[config.mk]
export PLATFORM = sky130hd
export DESIGN_NAME = flat_json_record_parser
export DESIGN_NICKNAME = d
export VERILOG_FILES = /design/src/rtl/fjrp_pkg.sv /design/src/rtl/flat_json_record_parser.sv /design/src/rtl/fjrp_front.sv /design/src/rtl/fjrp_queue.sv /design/src/rtl/fjrp_back.sv
export SDC_FILE = /design/constraint.sdc
export NUM_CORES = 1
export LEC_CHECK = 0
export BUFFER_PORTS_ARGS = -buffer_cell sky130_fd_sc_hd__buf_4
export CORE_MARGIN = 5
export CORE_UTILIZATION = 60
export DETAILED_ROUTE_END_ITERATION = 16
export PLACE_DENSITY = 0.88
export SYNTH_ARGS = -nofsm -noshare
export SYNTH_HDL_FRONTEND = slang
export SYNTH_HIERARCHICAL = 1
export SYNTH_SLANG_ARGS = --single-unit
[constraint.sdc]
create_clock -name clock -period 6.8 [get_ports clock]
set_input_delay 1.36 -clock clock [delete_from_list [all_inputs] [get_ports clock]]
set_output_delay 1.36 -clock clock [all_outputs]
set_load 0.05 [all_outputs]
[src/rtl/fjrp_pkg.sv]
// ----------------------------------------------------------------------------
// fjrp_pkg
// Shared types and constants of the flat JSON record parser: byte classes,
// parse phases, result kinds, fault codes and the queue entry layout.
// ----------------------------------------------------------------------------
package fjrp_pkg;

   localparam int QUEUE_DEPTH    = 2;
   localparam int QUEUE_PTR_BITS = 1;
   localparam int QUEUE_CNT_BITS = 2;

   localparam logic [7:0] CH_LBRACK = 8'h5B;  // [
   localparam logic [7:0] CH_LBRACE = 8'h7B;  // {
   localparam logic [7:0] CH_QUOTE  = 8'h22;  // "
   localparam logic [7:0] CH_COLON  = 8'h3A;  // :
   localparam logic [7:0] CH_COMMA  = 8'h2C;  // ,
   localparam logic [7:0] CH_RBRACE = 8'h7D;  // }
   localparam logic [7:0] CH_RBRACK = 8'h5D;  // ]

   typedef enum logic [3:0] {
      CLS_LBRACK,
      CLS_LBRACE,
      CLS_QUOTE,
      CLS_COLON,
      CLS_COMMA,
      CLS_RBRACE,
      CLS_RBRACK,
      CLS_OTHER,
      CLS_END
   } char_class_type;

   typedef enum logic [3:0] {
      PH_INIT     = 4'd0,
      PH_OBJ_INIT = 4'd1,
      PH_ARR_INIT = 4'd2,
      PH_KEY_OPEN = 4'd3,
      PH_KEY_READ = 4'd4,
      PH_KEY_END  = 4'd5,
      PH_COLON    = 4'd6,
      PH_VAL_OPEN = 4'd7,
      PH_VAL_READ = 4'd8,
      PH_VAL_END  = 4'd9,
      PH_NEXT     = 4'd10,
      PH_DONE     = 4'd11
   } phase_type;

   typedef enum logic [2:0] {
      K_NONE    = 3'd0,
      K_KEY     = 3'd1,
      K_VAL     = 3'd2,
      K_KEYEND  = 3'd3,
      K_PAIREND = 3'd4,
      K_DONE    = 3'd5,
      K_ERR     = 3'd6
   } kind_type;

   typedef enum logic [2:0] {
      F_NONE       = 3'd0,
      F_NO_ARRAY   = 3'd1,
      F_STRUCTURE  = 3'd2,
      F_NO_VALUE   = 3'd3,
      F_NO_OBJECT  = 3'd4,
      F_AFTER_DONE = 3'd5,
      F_EARLY_END  = 3'd6
   } fault_type;

   typedef enum logic {
      BR_ARR = 1'b0,
      BR_OBJ = 1'b1
   } bracket_type;

   typedef struct packed {
      char_class_type cls;
      logic [7:0]     char_code;
   } item_type;

   typedef struct packed {
      logic full;
      logic empty;
   } queue_status_type;

endpackage

[src/rtl/flat_json_record_parser.sv]
// ----------------------------------------------------------------------------
// flat_json_record_parser
// Checks a byte stream as a JSON array of flat string-to-string objects and
// emits tagged key/value bytes, key-end and pair-end marks and a record index.
// ----------------------------------------------------------------------------
// One request (a byte, or an end-of-input mark) gives exactly one response.
// The block sustains one request per clock while rsp_stall is low: the front
// classifies each byte and pushes it into a two-entry queue, and the back
// parser takes one queued byte per cycle into the response register, so a
// request is held in a queue entry and then in the response register. When
// rsp_stall holds the response register the queue fills, and req_stall rises
// once both entries are occupied. The first fault latches rsp_fault_code;
// every later request answers with kind "nothing" and that code until reset.
// The record index counts commas at array level, saturates at the top of the
// RECORD_INDEX_BITS counter and is shown as its low 32 bits on every response.
module flat_json_record_parser #(
   parameter int RECORD_INDEX_BITS = 32
) (
   input  logic        clock,
   input  logic        reset,
   // request channel
   input  logic        req_valid,
   output logic        req_stall,
   input  logic [7:0]  req_char_code,
   input  logic        req_end_flag,
   // response channel
   output logic        rsp_valid,
   input  logic        rsp_stall,
   output logic [2:0]  rsp_kind,
   output logic [7:0]  rsp_out_char,
   output logic [31:0] rsp_row_index,
   output logic [2:0]  rsp_fault_code
);

   fjrp_pkg::queue_status_type q_status;
   fjrp_pkg::item_type         push_item;
   fjrp_pkg::item_type         head_item;
   logic                       push;
   logic                       pop;

   // classify the byte and push it while the queue has room
   fjrp_front u_front (
      .req_valid     (req_valid),
      .req_stall     (req_stall),
      .req_char_code (req_char_code),
      .req_end_flag  (req_end_flag),
      .q_status      (q_status),
      .push          (push),
      .push_item     (push_item)
   );

   // decouple the request side from the parser
   fjrp_queue u_queue (
      .clock     (clock),
      .reset     (reset),
      .push      (push),
      .push_item (push_item),
      .pop       (pop),
      .head_item (head_item),
      .q_status  (q_status)
   );

   // advance the parse one byte per cycle unless stalled and hold the response
   fjrp_back #(
      .RECORD_INDEX_BITS (RECORD_INDEX_BITS)
   ) u_back (
      .clock          (clock),
      .reset          (reset),
      .head_item      (head_item),
      .q_status       (q_status),
      .pop            (pop),
      .rsp_valid      (rsp_valid),
      .rsp_stall      (rsp_stall),
      .rsp_kind       (rsp_kind),
      .rsp_out_char   (rsp_out_char),
      .rsp_row_index  (rsp_row_index),
      .rsp_fault_code (rsp_fault_code)
   );

endmodule

[src/rtl/fjrp_front.sv]
// ----------------------------------------------------------------------------
// fjrp_front
// Request side: classifies each byte and pushes it into the queue while
// the queue has room.
// ----------------------------------------------------------------------------
module fjrp_front (
   input  logic                       req_valid,
   output logic                       req_stall,
   input  logic [7:0]                 req_char_code,
   input  logic                       req_end_flag,
   input  fjrp_pkg::queue_status_type q_status,
   output logic                       push,
   output fjrp_pkg::item_type         push_item
);

   fjrp_pkg::char_class_type cls;

   always_comb begin
      cls = fjrp_pkg::CLS_OTHER;
      if (req_end_flag) begin
         cls = fjrp_pkg::CLS_END;
      end else begin
         case (req_char_code)
            fjrp_pkg::CH_LBRACK: cls = fjrp_pkg::CLS_LBRACK;
            fjrp_pkg::CH_LBRACE: cls = fjrp_pkg::CLS_LBRACE;
            fjrp_pkg::CH_QUOTE:  cls = fjrp_pkg::CLS_QUOTE;
            fjrp_pkg::CH_COLON:  cls = fjrp_pkg::CLS_COLON;
            fjrp_pkg::CH_COMMA:  cls = fjrp_pkg::CLS_COMMA;
            fjrp_pkg::CH_RBRACE: cls = fjrp_pkg::CLS_RBRACE;
            fjrp_pkg::CH_RBRACK: cls = fjrp_pkg::CLS_RBRACK;
            default:             cls = fjrp_pkg::CLS_OTHER;
         endcase
      end
   end

   assign req_stall           = q_status.full;
   assign push                = req_valid & ~q_status.full;
   assign push_item.cls       = cls;
   assign push_item.char_code = req_char_code;

endmodule

[src/rtl/fjrp_queue.sv]
// ----------------------------------------------------------------------------
// fjrp_queue
// Two-entry queue of classified bytes between front and back.
// ----------------------------------------------------------------------------
module fjrp_queue (
   input  logic                       clock,
   input  logic                       reset,
   input  logic                       push,
   input  fjrp_pkg::item_type         push_item,
   input  logic                       pop,
   output fjrp_pkg::item_type         head_item,
   output fjrp_pkg::queue_status_type q_status
);

   fjrp_pkg::item_type                         mem_ff [fjrp_pkg::QUEUE_DEPTH];
   logic [fjrp_pkg::QUEUE_PTR_BITS-1:0]        wr_ptr_ff, wr_ptr_in;
   logic [fjrp_pkg::QUEUE_PTR_BITS-1:0]        rd_ptr_ff, rd_ptr_in;
   logic [fjrp_pkg::QUEUE_CNT_BITS-1:0]        count_ff, count_in;

   always_comb begin
      wr_ptr_in = push ? wr_ptr_ff + 1'b1 : wr_ptr_ff;
      rd_ptr_in = pop  ? rd_ptr_ff + 1'b1 : rd_ptr_ff;
      count_in  = count_ff;
      if (push && !pop) begin
         count_in = count_ff + 1'b1;
      end else if (pop && !push) begin
         count_in = count_ff - 1'b1;
      end
   end

   always_ff @(posedge clock) begin
      if (reset) begin
         wr_ptr_ff <= '0;
         rd_ptr_ff <= '0;
         count_ff  <= '0;
      end else begin
         wr_ptr_ff <= wr_ptr_in;
         rd_ptr_ff <= rd_ptr_in;
         count_ff  <= count_in;
      end
   end

   always_ff @(posedge clock) begin
      if (push) begin
         mem_ff[wr_ptr_ff] <= push_item;
      end
   end

   assign head_item      = mem_ff[rd_ptr_ff];
   assign q_status.full  = (count_ff == fjrp_pkg::QUEUE_CNT_BITS'(fjrp_pkg::QUEUE_DEPTH));
   assign q_status.empty = (count_ff == '0);

endmodule

[src/rtl/fjrp_back.sv]
// ----------------------------------------------------------------------------
// fjrp_back
// Parser state machine: takes one queued byte per cycle unless stalled and
// updates phase, bracket stack, record count, fault and response register.
// ----------------------------------------------------------------------------
module fjrp_back #(
   parameter int RECORD_INDEX_BITS = 32
) (
   input  logic                       clock,
   input  logic                       reset,
   input  fjrp_pkg::item_type         head_item,
   input  fjrp_pkg::queue_status_type q_status,
   output logic                       pop,
   output logic                       rsp_valid,
   input  logic                       rsp_stall,
   output logic [2:0]                 rsp_kind,
   output logic [7:0]                 rsp_out_char,
   output logic [31:0]                rsp_row_index,
   output logic [2:0]                 rsp_fault_code
);

   fjrp_pkg::phase_type          phase_ff, phase_in;
   logic [1:0]                   depth_ff, depth_in;
   logic [RECORD_INDEX_BITS-1:0] count_ff, count_in;
   fjrp_pkg::fault_type          fault_ff, fault_in;
   fjrp_pkg::bracket_type        bracket_ff [2];

   logic                         valid_ff, valid_in;
   fjrp_pkg::kind_type           kind_ff, kind_in;
   logic [7:0]                   char_ff, char_in;
   logic [31:0]                  row_ff, row_in;

   logic                         wr_en;
   logic                         wr_idx;
   fjrp_pkg::bracket_type        wr_kind;

   always_comb begin
      logic                  do_push;
      logic                  do_pop;
      fjrp_pkg::bracket_type push_kind;
      fjrp_pkg::phase_type   push_next;
      fjrp_pkg::bracket_type top;
      logic [1:0]            nd;
      logic [63:0]           count_wide;

      do_push   = 1'b0;
      do_pop    = 1'b0;
      push_kind = fjrp_pkg::BR_ARR;
      push_next = fjrp_pkg::PH_ARR_INIT;
      top       = bracket_ff[1'(depth_ff - 2'd1)];
      nd        = '0;

      phase_in = phase_ff;
      depth_in = depth_ff;
      count_in = count_ff;
      fault_in = fault_ff;
      kind_in  = fjrp_pkg::K_NONE;
      char_in  = '0;
      wr_en    = 1'b0;
      wr_idx   = depth_ff[0];
      wr_kind  = fjrp_pkg::BR_ARR;

      pop = ~q_status.empty & (~valid_ff | ~rsp_stall);

      if (pop && fault_ff == fjrp_pkg::F_NONE) begin
         if (head_item.cls == fjrp_pkg::CLS_END) begin
            if (depth_ff == 2'd0 || phase_ff == fjrp_pkg::PH_DONE) begin
               phase_in = fjrp_pkg::PH_DONE;
               kind_in  = fjrp_pkg::K_DONE;
            end else begin
               fault_in = fjrp_pkg::F_EARLY_END;
               kind_in  = fjrp_pkg::K_ERR;
            end
         end else begin
            case (phase_ff)
               fjrp_pkg::PH_INIT: begin
                  count_in = '0;
                  if (head_item.cls == fjrp_pkg::CLS_LBRACK) begin
                     do_push   = 1'b1;
                     push_kind = fjrp_pkg::BR_ARR;
                     push_next = fjrp_pkg::PH_ARR_INIT;
                  end else begin
                     fault_in = fjrp_pkg::F_NO_ARRAY;
                     kind_in  = fjrp_pkg::K_ERR;
                  end
               end
               fjrp_pkg::PH_OBJ_INIT: begin
                  if (head_item.cls == fjrp_pkg::CLS_QUOTE) begin
                     phase_in = fjrp_pkg::PH_KEY_OPEN;
                  end else if (head_item.cls == fjrp_pkg::CLS_RBRACE) begin
                     do_pop = 1'b1;
                  end else begin
                     fault_in = fjrp_pkg::F_STRUCTURE;
                     kind_in  = fjrp_pkg::K_ERR;
                  end
               end
               fjrp_pkg::PH_ARR_INIT: begin
                  if (head_item.cls == fjrp_pkg::CLS_LBRACE) begin
                     do_push   = 1'b1;
                     push_kind = fjrp_pkg::BR_OBJ;
                     push_next = fjrp_pkg::PH_OBJ_INIT;
                  end else if (head_item.cls == fjrp_pkg::CLS_RBRACK) begin
                     depth_in = 2'd0;
                     phase_in = fjrp_pkg::PH_DONE;
                  end else begin
                     fault_in = fjrp_pkg::F_NO_OBJECT;
                     kind_in  = fjrp_pkg::K_ERR;
                  end
               end
               fjrp_pkg::PH_KEY_OPEN, fjrp_pkg::PH_KEY_READ: begin
                  if (head_item.cls == fjrp_pkg::CLS_QUOTE) begin
                     phase_in = fjrp_pkg::PH_KEY_END;
                     kind_in  = fjrp_pkg::K_KEYEND;
                  end else begin
                     phase_in = fjrp_pkg::PH_KEY_READ;
                     kind_in  = fjrp_pkg::K_KEY;
                     char_in  = head_item.char_code;
                  end
               end
               fjrp_pkg::PH_VAL_OPEN, fjrp_pkg::PH_VAL_READ: begin
                  if (head_item.cls == fjrp_pkg::CLS_QUOTE) begin
                     phase_in = fjrp_pkg::PH_VAL_END;
                     kind_in  = fjrp_pkg::K_PAIREND;
                  end else begin
                     phase_in = fjrp_pkg::PH_VAL_READ;
                     kind_in  = fjrp_pkg::K_VAL;
                     char_in  = head_item.char_code;
                  end
               end
               fjrp_pkg::PH_KEY_END: begin
                  if (head_item.cls == fjrp_pkg::CLS_COLON) begin
                     phase_in = fjrp_pkg::PH_COLON;
                  end else begin
                     fault_in = fjrp_pkg::F_STRUCTURE;
                     kind_in  = fjrp_pkg::K_ERR;
                  end
               end
               fjrp_pkg::PH_COLON: begin
                  if (head_item.cls == fjrp_pkg::CLS_QUOTE) begin
                     phase_in = fjrp_pkg::PH_VAL_OPEN;
                  end else begin
                     fault_in = fjrp_pkg::F_NO_VALUE;
                     kind_in  = fjrp_pkg::K_ERR;
                  end
               end
               fjrp_pkg::PH_VAL_END, fjrp_pkg::PH_NEXT: begin
                  if (depth_ff == 2'd0) begin
                     fault_in = fjrp_pkg::F_STRUCTURE;
                     kind_in  = fjrp_pkg::K_ERR;
                  end else if (head_item.cls == fjrp_pkg::CLS_COMMA &&
                               top == fjrp_pkg::BR_ARR) begin
                     if (~&count_ff) begin
                        count_in = count_ff + RECORD_INDEX_BITS'(1);
                     end
                     phase_in = fjrp_pkg::PH_ARR_INIT;
                  end else if (head_item.cls == fjrp_pkg::CLS_COMMA) begin
                     phase_in = fjrp_pkg::PH_OBJ_INIT;
                  end else if (head_item.cls inside {fjrp_pkg::CLS_RBRACE,
                                                     fjrp_pkg::CLS_RBRACK}) begin
                     do_pop = 1'b1;
                  end else begin
                     fault_in = fjrp_pkg::F_STRUCTURE;
                     kind_in  = fjrp_pkg::K_ERR;
                  end
               end
               fjrp_pkg::PH_DONE: begin
                  if (head_item.cls != fjrp_pkg::CLS_RBRACK) begin
                     fault_in = fjrp_pkg::F_AFTER_DONE;
                     kind_in  = fjrp_pkg::K_ERR;
                  end
               end
               default: begin
                  fault_in = fjrp_pkg::F_STRUCTURE;
                  kind_in  = fjrp_pkg::K_ERR;
               end
            endcase

            // push a bracket, overflow at two levels
            if (do_push) begin
               if (depth_ff >= 2'd2) begin
                  fault_in = fjrp_pkg::F_STRUCTURE;
                  kind_in  = fjrp_pkg::K_ERR;
               end else begin
                  wr_en    = 1'b1;
                  wr_kind  = push_kind;
                  depth_in = depth_ff + 2'd1;
                  phase_in = push_next;
               end
            end

            // pop one level without checking its type
            if (do_pop) begin
               nd       = (depth_ff != 2'd0) ? depth_ff - 2'd1 : depth_ff;
               depth_in = nd;
               if (nd == 2'd0) begin
                  phase_in = fjrp_pkg::PH_DONE;
               end else if (bracket_ff[1'(nd - 2'd1)] == fjrp_pkg::BR_ARR) begin
                  phase_in = fjrp_pkg::PH_NEXT;
               end else begin
                  fault_in = fjrp_pkg::F_STRUCTURE;
                  kind_in  = fjrp_pkg::K_ERR;
               end
            end
         end
      end

      count_wide = 64'(count_in);
      row_in     = count_wide[31:0];
      valid_in   = pop | (valid_ff & rsp_stall);
   end

   always_ff @(posedge clock) begin
      if (reset) begin
         phase_ff <= fjrp_pkg::PH_INIT;
         depth_ff <= '0;
         count_ff <= '0;
         fault_ff <= fjrp_pkg::F_NONE;
         valid_ff <= 1'b0;
      end else begin
         phase_ff <= phase_in;
         depth_ff <= depth_in;
         count_ff <= count_in;
         fault_ff <= fault_in;
         valid_ff <= valid_in;
      end
   end

   always_ff @(posedge clock) begin
      if (wr_en) begin
         bracket_ff[wr_idx] <= wr_kind;
      end
      if (pop) begin
         kind_ff <= kind_in;
         char_ff <= char_in;
         row_ff  <= row_in;
      end
   end

   assign rsp_valid      = valid_ff;
   assign rsp_kind       = kind_ff;
   assign rsp_out_char   = char_ff;
   assign rsp_row_index  = row_ff;
   assign rsp_fault_code = fault_ff;

   a_depth_bound: assert property (@(posedge clock) disable iff (reset)
      depth_ff != 2'd3)
      else $error("bracket stack deeper than two");

   a_fault_sticky: assert property (@(posedge clock) disable iff (reset)
      (fault_ff != fjrp_pkg::F_NONE) |=> $stable(fault_ff))
      else $error("latched fault changed");

   a_err_has_code: assert property (@(posedge clock) disable iff (reset)
      (valid_ff && kind_ff == fjrp_pkg::K_ERR) |-> fault_ff != fjrp_pkg::F_NONE)
      else $error("error response without fault code");

   a_no_pop_on_stall: assert property (@(posedge clock) disable iff (reset)
      (valid_ff && rsp_stall) |-> !pop)
      else $error("response overwritten while stalled");

endmodule
; Yosys cells after proc, flatten, opt, wreduce, memory -nomap -nowiden
; Memory sizes are Yosys's and may differ from the RTL's. A register that Yosys moved wholly into a read port is not among the register bits.
; Cells that the tools add are included.
[word_totals]
mem_bits_rw = 26
regBits = 89
n_memories = 2
inputBits = 13
[classes]
add_sub_neg = 8
n_reduce_logical = 25
bitwise_logic = 13
order_cmp = 1
n_eq_ne = 29
mux = 108
[memory_table]
columns = memory, words, width, rd, rd_clocked_by_memory_dff, wr, line
row1 = u_queue.mem_ff, 2, 12, 1, 1, 1, fjrp_queue.sv:15  ; fjrp_pkg::item_type mem_ff [fjrp_pkg::QUEUE_DEPTH];
row2 = u_back.bracket_ff, 2, 1, 2, 0, 1, fjrp_back.sv:26  ; fjrp_pkg::bracket_type bracket_ff [2];
[ops]
columns = operator, n
row1 = 2-to-1 mux 32 bit, 5
row2 = 2-to-1 mux 3 bit, 38
row3 = 2-to-1 mux 4 bit, 17
row4 = case mux 32 bit (2 select lines), 1
row5 = adder 32 x 1 -> 32 bit (second input constant), 1
row6 = == test 8 x 7 -> 1 bit (second input constant), 4
row7 = AND reduction 32 bit, 1
row8 = 2-to-1 mux 1 bit, 29
row9 = == test 4 x 3 -> 1 bit (second input constant), 7
row10 = case mux 4 bit (7 select lines), 1
row11 = case mux 3 bit (9 select lines), 1
row12 = == test 8 x 6 -> 1 bit (second input constant), 3
row13 = 2-to-1 mux 2 bit, 12
row14 = case mux 3 bit (8 select lines), 1
row15 = case mux 3 bit (7 select lines), 1
row16 = == test 4 bit (second input constant), 5
row17 = == test 4 x 2 -> 1 bit (second input constant), 4
row18 = == test 4 x 1 -> 1 bit (second input constant), 2
row19 = logical NOT 4 bit, 2
row20 = inverter 1 bit, 8
row21 = OR reduction 4 bit, 2
row22 = logical NOT 2 bit, 3
row23 = AND reduction 2 bit, 3
row24 = nonzero test 2 bit, 3
row25 = 16 further kinds, 30

; Depth between registers and ports, before layout
; Gate-level depths: netlist (run 1).
[depth]
ltp_word = 13
ltp_mapped = 11
mapped_depth_nobuf = 7

; Cells and area by module
; Netlist (run 1), hierarchy kept.
[modules_own_cells]
columns = mod, area_per_inst_um2, seq_area_each_um2, n_inst, cells_each
row1 = fjrp_back, 4679.5, 2192.1, 1, 480
row2 = fjrp_queue, 1068.5, 820.8, 1, 59
row3 = fjrp_front, 260.2, 0.0, 1, 33

; Least setup slack after synthesis (run 1)
; Ideal clock, no wire load.
[synth_path]
path_kind = input port to flip-flop
from = input port rsp_stall
to = register u_back.row_ff[15] (netlist: u_back/rsp_row_index[15]), data pin
path_slack_ns = 2.406
n_path_buf = 1
t_arrival_ns = 4.131
stages = 6
setup_ns = 0.263
path_cell_list = a21oi_2 -> o2111ai_2 -> or2_4 -> buf_6 -> or4_1 -> mux2i_1
[synth_between]
elab_chain_len = 5
[synth_rtl]
columns = item, line
row1 = from (decl), flat_json_record_parser.sv:28  ; input logic rsp_stall,
row2 = inverter 1 bit, fjrp_back.sv:63  ; pop = ~q_status.empty & (~valid_ff | ~rsp_stall);
row3 = OR 1 bit, fjrp_back.sv:63
row4 = AND 1 bit, fjrp_back.sv:63
row5 = logical AND 1 bit, fjrp_back.sv:65  ; if (pop && fault_ff == fjrp_pkg::F_NONE) begin
row6 = 2-to-1 mux 32 bit, fjrp_back.sv:65
row7 = via u_back.count_in[15], fjrp_back.sv:24  ; logic [RECORD_INDEX_BITS-1:0] count_ff, count_in;
row8 = to (signal assigned), fjrp_back.sv:235  ; row_ff <= row_in;
row9 = to (decl), fjrp_back.sv:31  ; logic [31:0] row_ff, row_in;
; The timed path passes the listed nets, and every way through them passes these cells.
; A chain may end at the register's enable or synchronous reset.

; Final worst setup path (run 1)
[layout_path]
from = input port rsp_stall
to = register u_back.row_ff[24] (netlist: u_back/rsp_row_index[24]), data pin
[layout_between]
elab_chain_len = 5
[layout_rtl]
columns = item, line
row1 = inverter 1 bit, fjrp_back.sv:63
row2 = OR 1 bit, fjrp_back.sv:63
row3 = AND 1 bit, fjrp_back.sv:63
row4 = via pop, flat_json_record_parser.sv:39  ; logic pop;
row5 = logical AND 1 bit, fjrp_back.sv:65
row6 = 2-to-1 mux 32 bit, fjrp_back.sv:65
row7 = via u_back.count_in[24], fjrp_back.sv:24
; The timed path passes the listed nets, and every way through them passes these cells.

==> results of run 1 <==
worst max-delay path by stage:
stage          startpoint  cells after the start                        to  slack (ns)
3_5_place_dp    rsp_stall                      8  u_back/rsp_row_index[24]        2.66
5_1_grt         rsp_stall                      8  u_back/rsp_row_index[24]        2.87
4_1_cts         rsp_stall                      8  u_back/rsp_row_index[24]        3.12
2_1_floorplan   rsp_stall                      6  u_back/rsp_row_index[15]        2.41
3_3_place_gp    rsp_stall                      8  u_back/rsp_row_index[24]        2.78
6_report        rsp_stall                      8  u_back/rsp_row_index[24]        3.11
worst max-delay path, stage by stage:
cell       delay, ns
buf_4           0.12
a21oi_4         0.36
buf_4           0.48
o2111ai_2       0.23
nor2_1          0.75
nand4_1         0.19
o21ai_0         0.34
nand2_1         0.10
per-layer routing:
layer	GRT usage [%]	vias to the layer above	share of wire, %
met1	29.4	2315	41
met2	39.5	238	49
met3	5.47	32	7.3
li1	-	2215	-
met5	0	-	0
met4	10.4	0	2.3
layout make-up:
type	count	area (sq um)	share of cell area, %
sequential	116	3010	43.1
multi-input combinational	405	2690	38.5
clock buffer	23	467	6.68
timing repair buffer	62	465	6.67
tap	133	166	2.38
clock inverter	9	153	2.19
inverter	9	33.8	0.484
flip-flops by register name, summed over array words and instances (netlist names), named ones only:
register	cells
u_back/bracket_ff	2
u_queue/count_ff	2
u_back/rsp_fault_code	3
u_back/rsp_out_char	8
u_back/rsp_row_index	32
u_back/phase_ff	4
u_back/count_ff	32
u_back/rsp_valid	1
u_back/depth_ff	2
u_queue/wr_ptr_ff	1
u_queue/rd_ptr_ff	1
u_back/rsp_kind	3
u_queue/mem_ff	24
where the power goes:
group | leakage, uW | internal [uW] | switching, uW
sequential | 0.00105 | 941 | 93.5
clock | 0.000306 | 623 | 296
combinational | 0.00130 | 315 | 793
kinds of logic (layout without fill, tap and decap cells):
family | Yosys count | count (layout) | share of synthesized area, %
and+or+nand+nor | 260 | 260 | 25.1
DFF | 116 | 116 | 50.1
AOI/OAI and AO/OA | 98 | 98 | 11.3
buffers and inverters | 51 | 103 | 5.29
muxes | 37 | 37 | 6.64
xor gates and xnor gates | 8 | 8 | 1.17
adders and majority gates | 2 | 2 | 0.416
metrics by stage:
step | area (sq um) | setup WS [ns]
5_1_grt | 6980 | 2.87
6_report | 6980 | 3.11
4_1_cts | 6980 | 3.12
3_5_place_dp | 6360 | 2.66
2_1_floorplan | 6010 | 2.41
3_3_place_gp | 6360 | 2.78
synthesized netlist by cell type (4+ instances only):
cell type / n
xor2_1: 4
a311oi_1: 4
o21ai_0: 16
edfxtp_1: 69
nor3_1: 15
or4_1: 7
nor2b_1: 4
nand3_1: 24
and3_1: 11
nor4_1: 12
mux2i_1: 23
nand2_1: 55
and2_1: 42
dfxtp_1: 47
xnor2_1: 4
nor2_1: 30
buf_2: 5
or2_2: 5
nand4_1: 12
buf_6: 5
a31oi_1: 6
clkbuf_1: 14
buf_4: 14
o21a_1: 5
a21oi_1: 24
mux2_2: 13
o22ai_1: 5
inv_1: 9
==> results.ini, run 1 <==
[timing]
maxSlewViolCount=0
timing.hold.ws_ns=0.525
setup_viol=0
max_freq_mhz=271
relSlewSlack_pct=31.2
tightestPinTransition_ns=1.03
finalSetupTns_ns=0
fin_crit_ns=3.69
skew_ns=0.00717
rsz0062_at_grt=false
period_share_pct=54.3
hold_viol=0

[setup_path]
cp-start-kind=input pin
r2r_setup_slack_ns=3.41
cp_data_arrival_time_ns=3.94
worstPathRequired_ns=7.05
cp_max_fo=35
reg2reg_depth=7
path_class=input pin to flip-flop
crit_path_end_kind=flip-flop
worstReg2RegEnd=u_back/count_ff[24]

[yosys]
seq_area_frac_synth_pct=50.1
ys_warn_count=6
synth_edf_count=69
syn_area_sq_mm=0.00601
async_flop_share_pct=0
netlist_instances=572
synth_area_per_cell_sq_um=10.5
synth_cell_types=86
synth.area.top_cells=edfxtp_1 34%, dfxtp_1 16%, and2_1 4.4%
synth_top_cell_area_share_pct=34.5
syn_nets=587
synth.largest_area_cell=edfxtp_1
synth_flop_cell=edfxtp_1
synth-seq-cells=116

[place]
portBuffers=60
place.gp.congestion=0.936
dp_hpwl_um=9070
place_inst=725

[power_and_ir_drop]
powerDensity_mw_per_mm2=438
p_leak_uw=0.00265
irDropWorstVdd_mv=0.222
power.total_uw=3060

[route]
wl_um=13900
ant_nets=0
vias=4800
viasPerCell=6.34
drc=0
drt_iter0_markers=402
drt_first_pass_iters=7
wl_per_cell_um=18.3

[cts]
cts_root_buffer=clkbuf_8
clk_pin_slew_worst_paths_ns=0.05
cts_tree=done
insertion_delay_ns=0.52
clk_path_buf_depth=2
h-tree-depth=4
cts_setup_buffers=0
cts_hold_buffers=0
clkSinkCount=116
cts_buffers=17
post_cts_resized=0

[worst_hold_path]
hp-start=u_queue/rd_ptr_ff
min_path_type=flip-flop to flip-flop
hold_depth=2
min_to=u_queue/rd_ptr_ff

[final_layout]
drive_gt1_share_pct=21.6
syn2layout_area_growth_pct=16.2
final_common_cell=edfxtp_1
final_cell_mix=69 x edfxtp_1, 62 x buf_4, 55 x nand2_1, 47 x dfxtp_1, 42 x and2_1
fill_cells=655
fin_util_pct=71.4
n_antenna_cell=0
finalNetCount=626
finalNonFillerCells=757

[flow_run]
max_cap_violations=0

[floorplanning]
dieArea_sq_mm=0.0121
start_util_pct=61.5
num_io_pins=61
core_sq_mm=0.00977
die_w_um=110
row_count=36
die_y_um=110

[global_route]
grt_max_degree=36
grt.overflow.total=0
grtUsageTotal_pct=23.7
grt_pass1_vias=4576
antenna_found_initial=0
grt_pass1_wl_um=22200

[status]
outcome=complete, no violations

No activity file was read; power rests on OpenSTA's default activity.
==> run 2: changes to the inputs <==
Settings changed: ABC_AREA from default to 1, CORE_UTILIZATION 60 to 54, PLACE_DENSITY 0.88 to 0.84.
Clock period 6.8 ns to 3.1 ns, I/O delays scaled along.
==> run 2 against run 1 <==
Via count increased by 9.6%. Combinational power increased to 2.9 times the previous value. Routed wire length increased by 4.3%. Hold slack got worse by 0.11 ns. Synthesized cell count increased by 36%. Die area increased by 16%. Non-clock buffer count increased by 1.
==> results.ini, run 2 <==
[yosys]
synthTopCellsByCount=167 x nand2_1, 111 x inv_1, 101 x nor2_1
synth.area.top_cells=edfxtp_1 33%, dfxtp_1 15%, nand2_1 9.9%
synth_top_cell_area_share_pct=32.7  ; -1.8 points
synth_most_common_cell=nand2_1
synth_edf_count=69  ; unchanged
synth-seq-cells=116  ; unchanged
synth.largest_area_cell=edfxtp_1
syn_area_sq_mm=0.00633  ; +5.4%
netlist_instances=780  ; +36%
synth_flop_cell=edfxtp_1
ys_warn_count=6  ; unchanged
seq_area_frac_synth_pct=47.6  ; -2.6 points
async_flop_share_pct=0  ; unchanged
synth_area_per_cell_sq_um=8.12  ; -23%
syn_nets=795  ; +35%
synth_cell_types=49  ; -43%

[route]
drt_first_pass_iters=6  ; -1
wl_per_cell_um=14.5  ; -21%
drc=0  ; unchanged
viasPerCell=5.28  ; -17%
wl_um=14500  ; +4.3%
vias=5260  ; +9.6%
drt_iter0_markers=496  ; +23%
ant_nets=0  ; unchanged

[final_layout]
fill_cells=901  ; +38%
final_cell_mix=167 x nand2_1, 111 x inv_1, 101 x nor2_1, 69 x edfxtp_1, 63 x buf_4
n_antenna_cell=0  ; unchanged
final_common_cell=nand2_1
stdcell_area_sq_mm=0.00748  ; +7.1%
drive_gt1_share_pct=19.9  ; -1.7 points
finalNonFillerCells=996  ; +32%
finalNetCount=855  ; +37%
syn2layout_area_growth_pct=18.1
seqCellArea_sq_mm=0.00301  ; unchanged
multiInputGateArea_sq_mm=0.00272  ; +1.2%

[power_and_ir_drop]
p_int_uw=4390  ; +130%
powerDensity_mw_per_mm2=1020  ; +130%
irDropWorstVdd_mv=1.09  ; +390%
power.switching_uw=3250  ; +170%
p_sw_share_pct=42.5  ; +3.9 points
power.share.clock_pct=27.4  ; -2.6 points
power.total_uw=7640  ; +150%
p_leak_uw=0.00330  ; +24%
p_comb_share_pct=42.6  ; +6.4 points
seqPwrFrac_pct=30.0  ; -3.8 points

[worst_hold_path]
min_path_type=input pin to flip-flop
hold_depth=1  ; -1

[global_route]
grt_pass1_wl_um=24200  ; +8.7%
grt_max_degree=47  ; +31%
grt_pass1_vias=5068  ; +11%
grt.overflow.total=0  ; unchanged
antenna_found_initial=0  ; unchanged
grtUsageTotal_pct=21.3  ; -2.4 points

[setup_path]
cp-start-kind=flip-flop
slowest_stage=dfxtp_1
reg2reg_depth=11  ; +4
slowest_delay_ns=0.62  ; -0.13 ns
crit_path_end_kind=flip-flop
cp_common_cell=inv_1
crit_path_cell_trace=mux2_4 -> inv_1 -> nor3_4 -> nor2_8 -> inv_4 -> nor2_8 -> inv_2 -> nand2_2 -> inv_1 -> o22ai_1 -> inv_1
path_class=flip-flop to flip-flop
cp_max_fo=19  ; -46%
worstPathRequired_ns=3.26  ; -3.79 ns
cp_data_arrival_time_ns=2.91  ; -1.03 ns

[cts]
insertion_delay_ns=0.42  ; -0.10 ns
cts_setup_buffers=0  ; unchanged
clkSinkCount=116  ; unchanged
clk_path_buf_depth=2  ; unchanged
clk_pin_slew_worst_paths_ns=0.05  ; about the same
cts_buffers=17  ; unchanged
cts_hold_buffers=0  ; unchanged
post_cts_resized=0  ; unchanged
cts_tree=done
h-tree-depth=4  ; unchanged
cts_root_buffer=clkbuf_16

[timing]
fin_crit_ns=2.75
relSlewSlack_pct=57.4  ; +26 points
setup_viol=0  ; unchanged
skew_ns=0.0108  ; +0.00359 ns
tightestPinTransition_ns=0.639  ; -0.392 ns
maxSlewViolCount=0  ; unchanged
rsz0062_at_grt=false
hold_viol=0  ; unchanged
period_share_pct=88.7
max_freq_mhz=364
finalSetupTns_ns=0  ; unchanged
worst_slack_ns=0.350  ; -2.76 ns

[place]
dp_hpwl_um=10300  ; +14%
place.gp.congestion=1.02  ; +8.5%
placed_area_sq_mm=0.00684  ; +7.5%
portBuffers=60  ; unchanged
place_inst=964  ; +33%
dp_slack_ns=0.398  ; -2.26 ns

[floorplanning]
die_w_um=118  ; +7.5%
start_util_pct=55.2  ; -6.2 points
row_count=39  ; +8.3%
core_sq_mm=0.0115  ; +17%
dieArea_sq_mm=0.0140  ; +16%
die_y_um=118  ; +7.5%
num_io_pins=61  ; unchanged

[flow_run]
max_cap_violations=0  ; unchanged

[status]
outcome=complete, no violations

==> run 2: area by class of cell <==
cell class	count	share of cell area, %
Clock inverter	14	2.81
Tap cell	143	2.39
Inverter	122	6.15
Sequential cell	116	40.3
Clock buffer	18	5.74
Multi-Input combinational cell	520	36.3
Timing Repair Buffer	63	6.32
==> run 2: power groups by stage <==
stage / Clock, uW / Combinational [uW] / Sequential [uW]
2_1_floorplan: 0 / 1600 / 3130
3_3_place_gp: 0 / 3190 / 2310
3_5_place_dp: 0 / 3230 / 2320
4_1_cts: 2130 / 3240 / 2300
5_1_grt: 2210 / 3490 / 2340
6_report: 2090 / 3250 / 2290
==> run 2: critical path: cells and delay by family, from the launching register on <==
| family | cells | cell delay [ns] |
|---|---|---|
| mux | 1 | 0.36 |
| flops | 1 | 0.62 |
| compound gates | 1 | 0.16 |
| buf+inv | 5 | 0.62 |
| simple gates | 4 | 0.71 |
==> run 2: logic make-up (layout without fill, tap and decap cells) <==
kind of cell	Yosys count	count (layout)	synth area share, %
and+or+nand+nor	416	416	31.5
buffers and inverters	144	217	9.66
DFF	116	116	47.6
AOI/OAI and AO/OA	89	89	7.98
muxes	12	12	2.73
adders and majority gates	2	2	0.395
xor gates and xnor gates	1	1	0.138
==> run 2: through the flow <==
stage                     hold slack [ns]  util (%)
after floorplan                     0.481         -
after global placement              0.471      59.7
after detailed placement            0.493      59.7
after CTS                           0.394      65.2
after global routing                0.398      65.2
final                               0.411      65.2
==> run 2: path summary, 6_finish.rpt <==
kind | to | slack (ns) | from
worst max-delay path | u_back/rsp_row_index[0] | 0.35 | flip-flop
worst min-delay path | u_queue/mem_ff[1][7] | 0.41 | req_char_code[7]
worst max register to register | u_back/rsp_row_index[0] | 0.35 | flip-flop
worst min register to register | u_back/rsp_fault_code[2] | 0.50 | u_back/rsp_fault_code[2]
==> run 2: per-layer routing <==
layer / vias up / track usage (%) / share of wire, %
met5: - / 0 / 0
met4: 0 / 10.3 / 2.7
met3: 32 / 5.16 / 6.4
met2: 198 / 34.8 / 48
met1: 2362 / 26.6 / 42
li1: 2668 / - / -
==> run 3: changes to the inputs <==
Settings changed: RECOVER_POWER from default to 50.
==> run 3 against run 2 <==
Power fell by 2.0%. Critical path depth stayed put. Setup slack lost 0.0027 ns. Register-to-register slack barely moved. Via count increased by 0.87%. Cell count stayed put. The flow now finishes with violations (max-capacitance violations, max-slew violations). Clock power is essentially flat. Critical endpoint unchanged.
==> results.ini, run 3 (synthesized netlist as in run 2, its figures left out) <==
[status]
outcome=finished, violations left
violations=max-capacitance violations, max-slew violations

[power_and_ir_drop]
irDropWorstVdd_mv=1.08  ; -1.1%
p_leak_uw=0.00313  ; -5.1%
p_sw_share_pct=43.3  ; +0.84 points
power.switching_uw=3240  ; about the same
power.share.clock_pct=28.0  ; +0.6 points
seqPwrFrac_pct=30.7  ; +0.7 points
p_int_uw=4240  ; -3.4%
p_comb_share_pct=41.3  ; -1.3 points
powerDensity_mw_per_mm2=1030  ; +0.41%

[floorplanning]
start_util_pct=55.2  ; unchanged
die_y_um=118  ; unchanged
num_io_pins=61  ; unchanged
dieArea_sq_mm=0.0140  ; unchanged
die_w_um=118  ; unchanged
row_count=39  ; unchanged
core_sq_mm=0.0115  ; unchanged

[place]
place.gp.congestion=1.02  ; unchanged
place_inst=964  ; unchanged
portBuffers=60  ; unchanged
dp_hpwl_um=10300  ; unchanged

[timing]
skew_ns=0.0107  ; -0.0000102 ns
rsz0062_at_grt=false
maxSlewViolCount=44  ; +44
relSlewSlack_pct=-44.1  ; -100 points
finalSetupTns_ns=0  ; unchanged
period_share_pct=88.8  ; about the same
max_freq_mhz=363  ; about the same
hold_viol=0  ; unchanged
fin_crit_ns=2.75  ; +0.00271 ns
setup_viol=0  ; unchanged
tightestPinTransition_ns=2.16  ; +1.52 ns

[global_route]
grt_pass1_wl_um=24200  ; unchanged
grt.overflow.total=0  ; unchanged
grtUsageTotal_pct=21.3  ; unchanged
grt_max_degree=47  ; unchanged
grt_pass1_vias=5068  ; unchanged
antenna_found_initial=0  ; unchanged

[route]
drc=0  ; unchanged
ant_nets=0  ; unchanged
vias=5306  ; +0.87%
drt_first_pass_iters=5  ; -1
drt_iter0_markers=565  ; +14%
wl_per_cell_um=14.6  ; +0.26%
wl_um=14500  ; +0.26%
viasPerCell=5.33  ; +0.87%

[final_layout]
fill_cells=954  ; +5.9%
final_common_cell=nand2_1
syn2layout_area_growth_pct=15.3
n_antenna_cell=0  ; unchanged
drive_gt1_share_pct=14.3  ; -5.6 points
final_cell_mix=169 x nand2_1, 111 x inv_1, 101 x nor2_1, 69 x edfxtp_1, 59 x nand3_1
finalNonFillerCells=996  ; unchanged
finalNetCount=855  ; unchanged

[setup_path]
cp_data_arrival_time_ns=2.91  ; about the same
cp_max_fo=19  ; unchanged
path_class=flip-flop to flip-flop
worstPathRequired_ns=3.26  ; about the same
crit_path_end_kind=flip-flop
r2r_setup_slack_ns=0.35  ; about the same
cp-start-kind=flip-flop

[cts]
cts_hold_buffers=0  ; unchanged
cts_tree=done
post_cts_resized=0  ; unchanged
cts_buffers=17  ; unchanged
clk_pin_slew_worst_paths_ns=0.05  ; about the same
insertion_delay_ns=0.42  ; about the same
clkSinkCount=116  ; unchanged
clk_path_buf_depth=2  ; unchanged
h-tree-depth=4  ; unchanged
cts_root_buffer=clkbuf_16
cts_setup_buffers=0  ; unchanged

[worst_hold_path]
min_path_type=input pin to flip-flop
hp-start=rsp_stall

[flow_run]
max_cap_violations=1  ; +1

run 3: cell count changes in the layout (fill, tap and decap cells not counted):
| cell | change |
|---|---|
| a21oi_1 | +1 |
| a21oi_2 | -1 |
| buf_4 | -46 |
| clkbuf_1 | +45 |
| clkbuf_2 | +1 |
| nand2_1 | +2 |
| nand2_2 | -2 |
run 3: final timing paths:
path	endpoint	cells past startpoint
worst max register to register	u_back/rsp_row_index[0]	11
worst min-delay path	u_back/rsp_valid	3
worst min register to register	u_back/rsp_fault_code[2]	2
worst max-delay path	u_back/rsp_row_index[0]	11
run 3: per-layer routing:
| metal | GRT usage (%) | part of all wire [%] |
|---|---|---|
| met4 | 10.3 | 2.3 |
| met2 | 34.8 | 49 |
| met5 | 0 | 0 |
| met1 | 26.6 | 42 |
| met3 | 5.16 | 6.3 |
run 3: critical path: stages, from the launching register on:
cell and delay [ns]:
dfxtp_1 0.62, mux2_4 0.36, inv_1 0.14, nor3_4 0.09, nor2_8 0.32, inv_4 0.19
nor2_8 0.17, inv_2 0.17, nand2_2 0.13, inv_1 0.06, o22ai_1 0.16, inv_1 0.07
run 3: power by group through the flow:
stage                     combinational [uW]  sequential (uW)  clock (uW)
final                                   3090             2300        2090
after global routing                    3330             2350        2210
after CTS                               3240             2300        2130
after detailed placement                3230             2320           0
after global placement                  3190             2310           0
after floorplan                         1600             3130           0
run 3: metrics by stage:
stage	power (uW)	instance area [sq um]	setup WS [ns]	hold WS, ns	utilization [%]
floorplan	4740	6340	0.315	0.481	-
global placement	5500	6840	0.507	0.471	59.7
detailed placement	5550	6840	0.398	0.493	59.7
CTS	7670	7480	0.377	0.394	65.2
global route	7890	7300	0.172	0.485	63.7
finish	7490	7300	0.348	0.473	63.7
run 3: area by class of cell:
cell class,count,area (sq um),area share [%]
sequential,116,3010,41.3
multi-input combinational,520,2710,37.1
inverter,122,460,6.31
clock buffer,18,429,5.88
timing repair buffer,63,302,4.13
clock inverter,14,210,2.88
tap,143,179,2.45
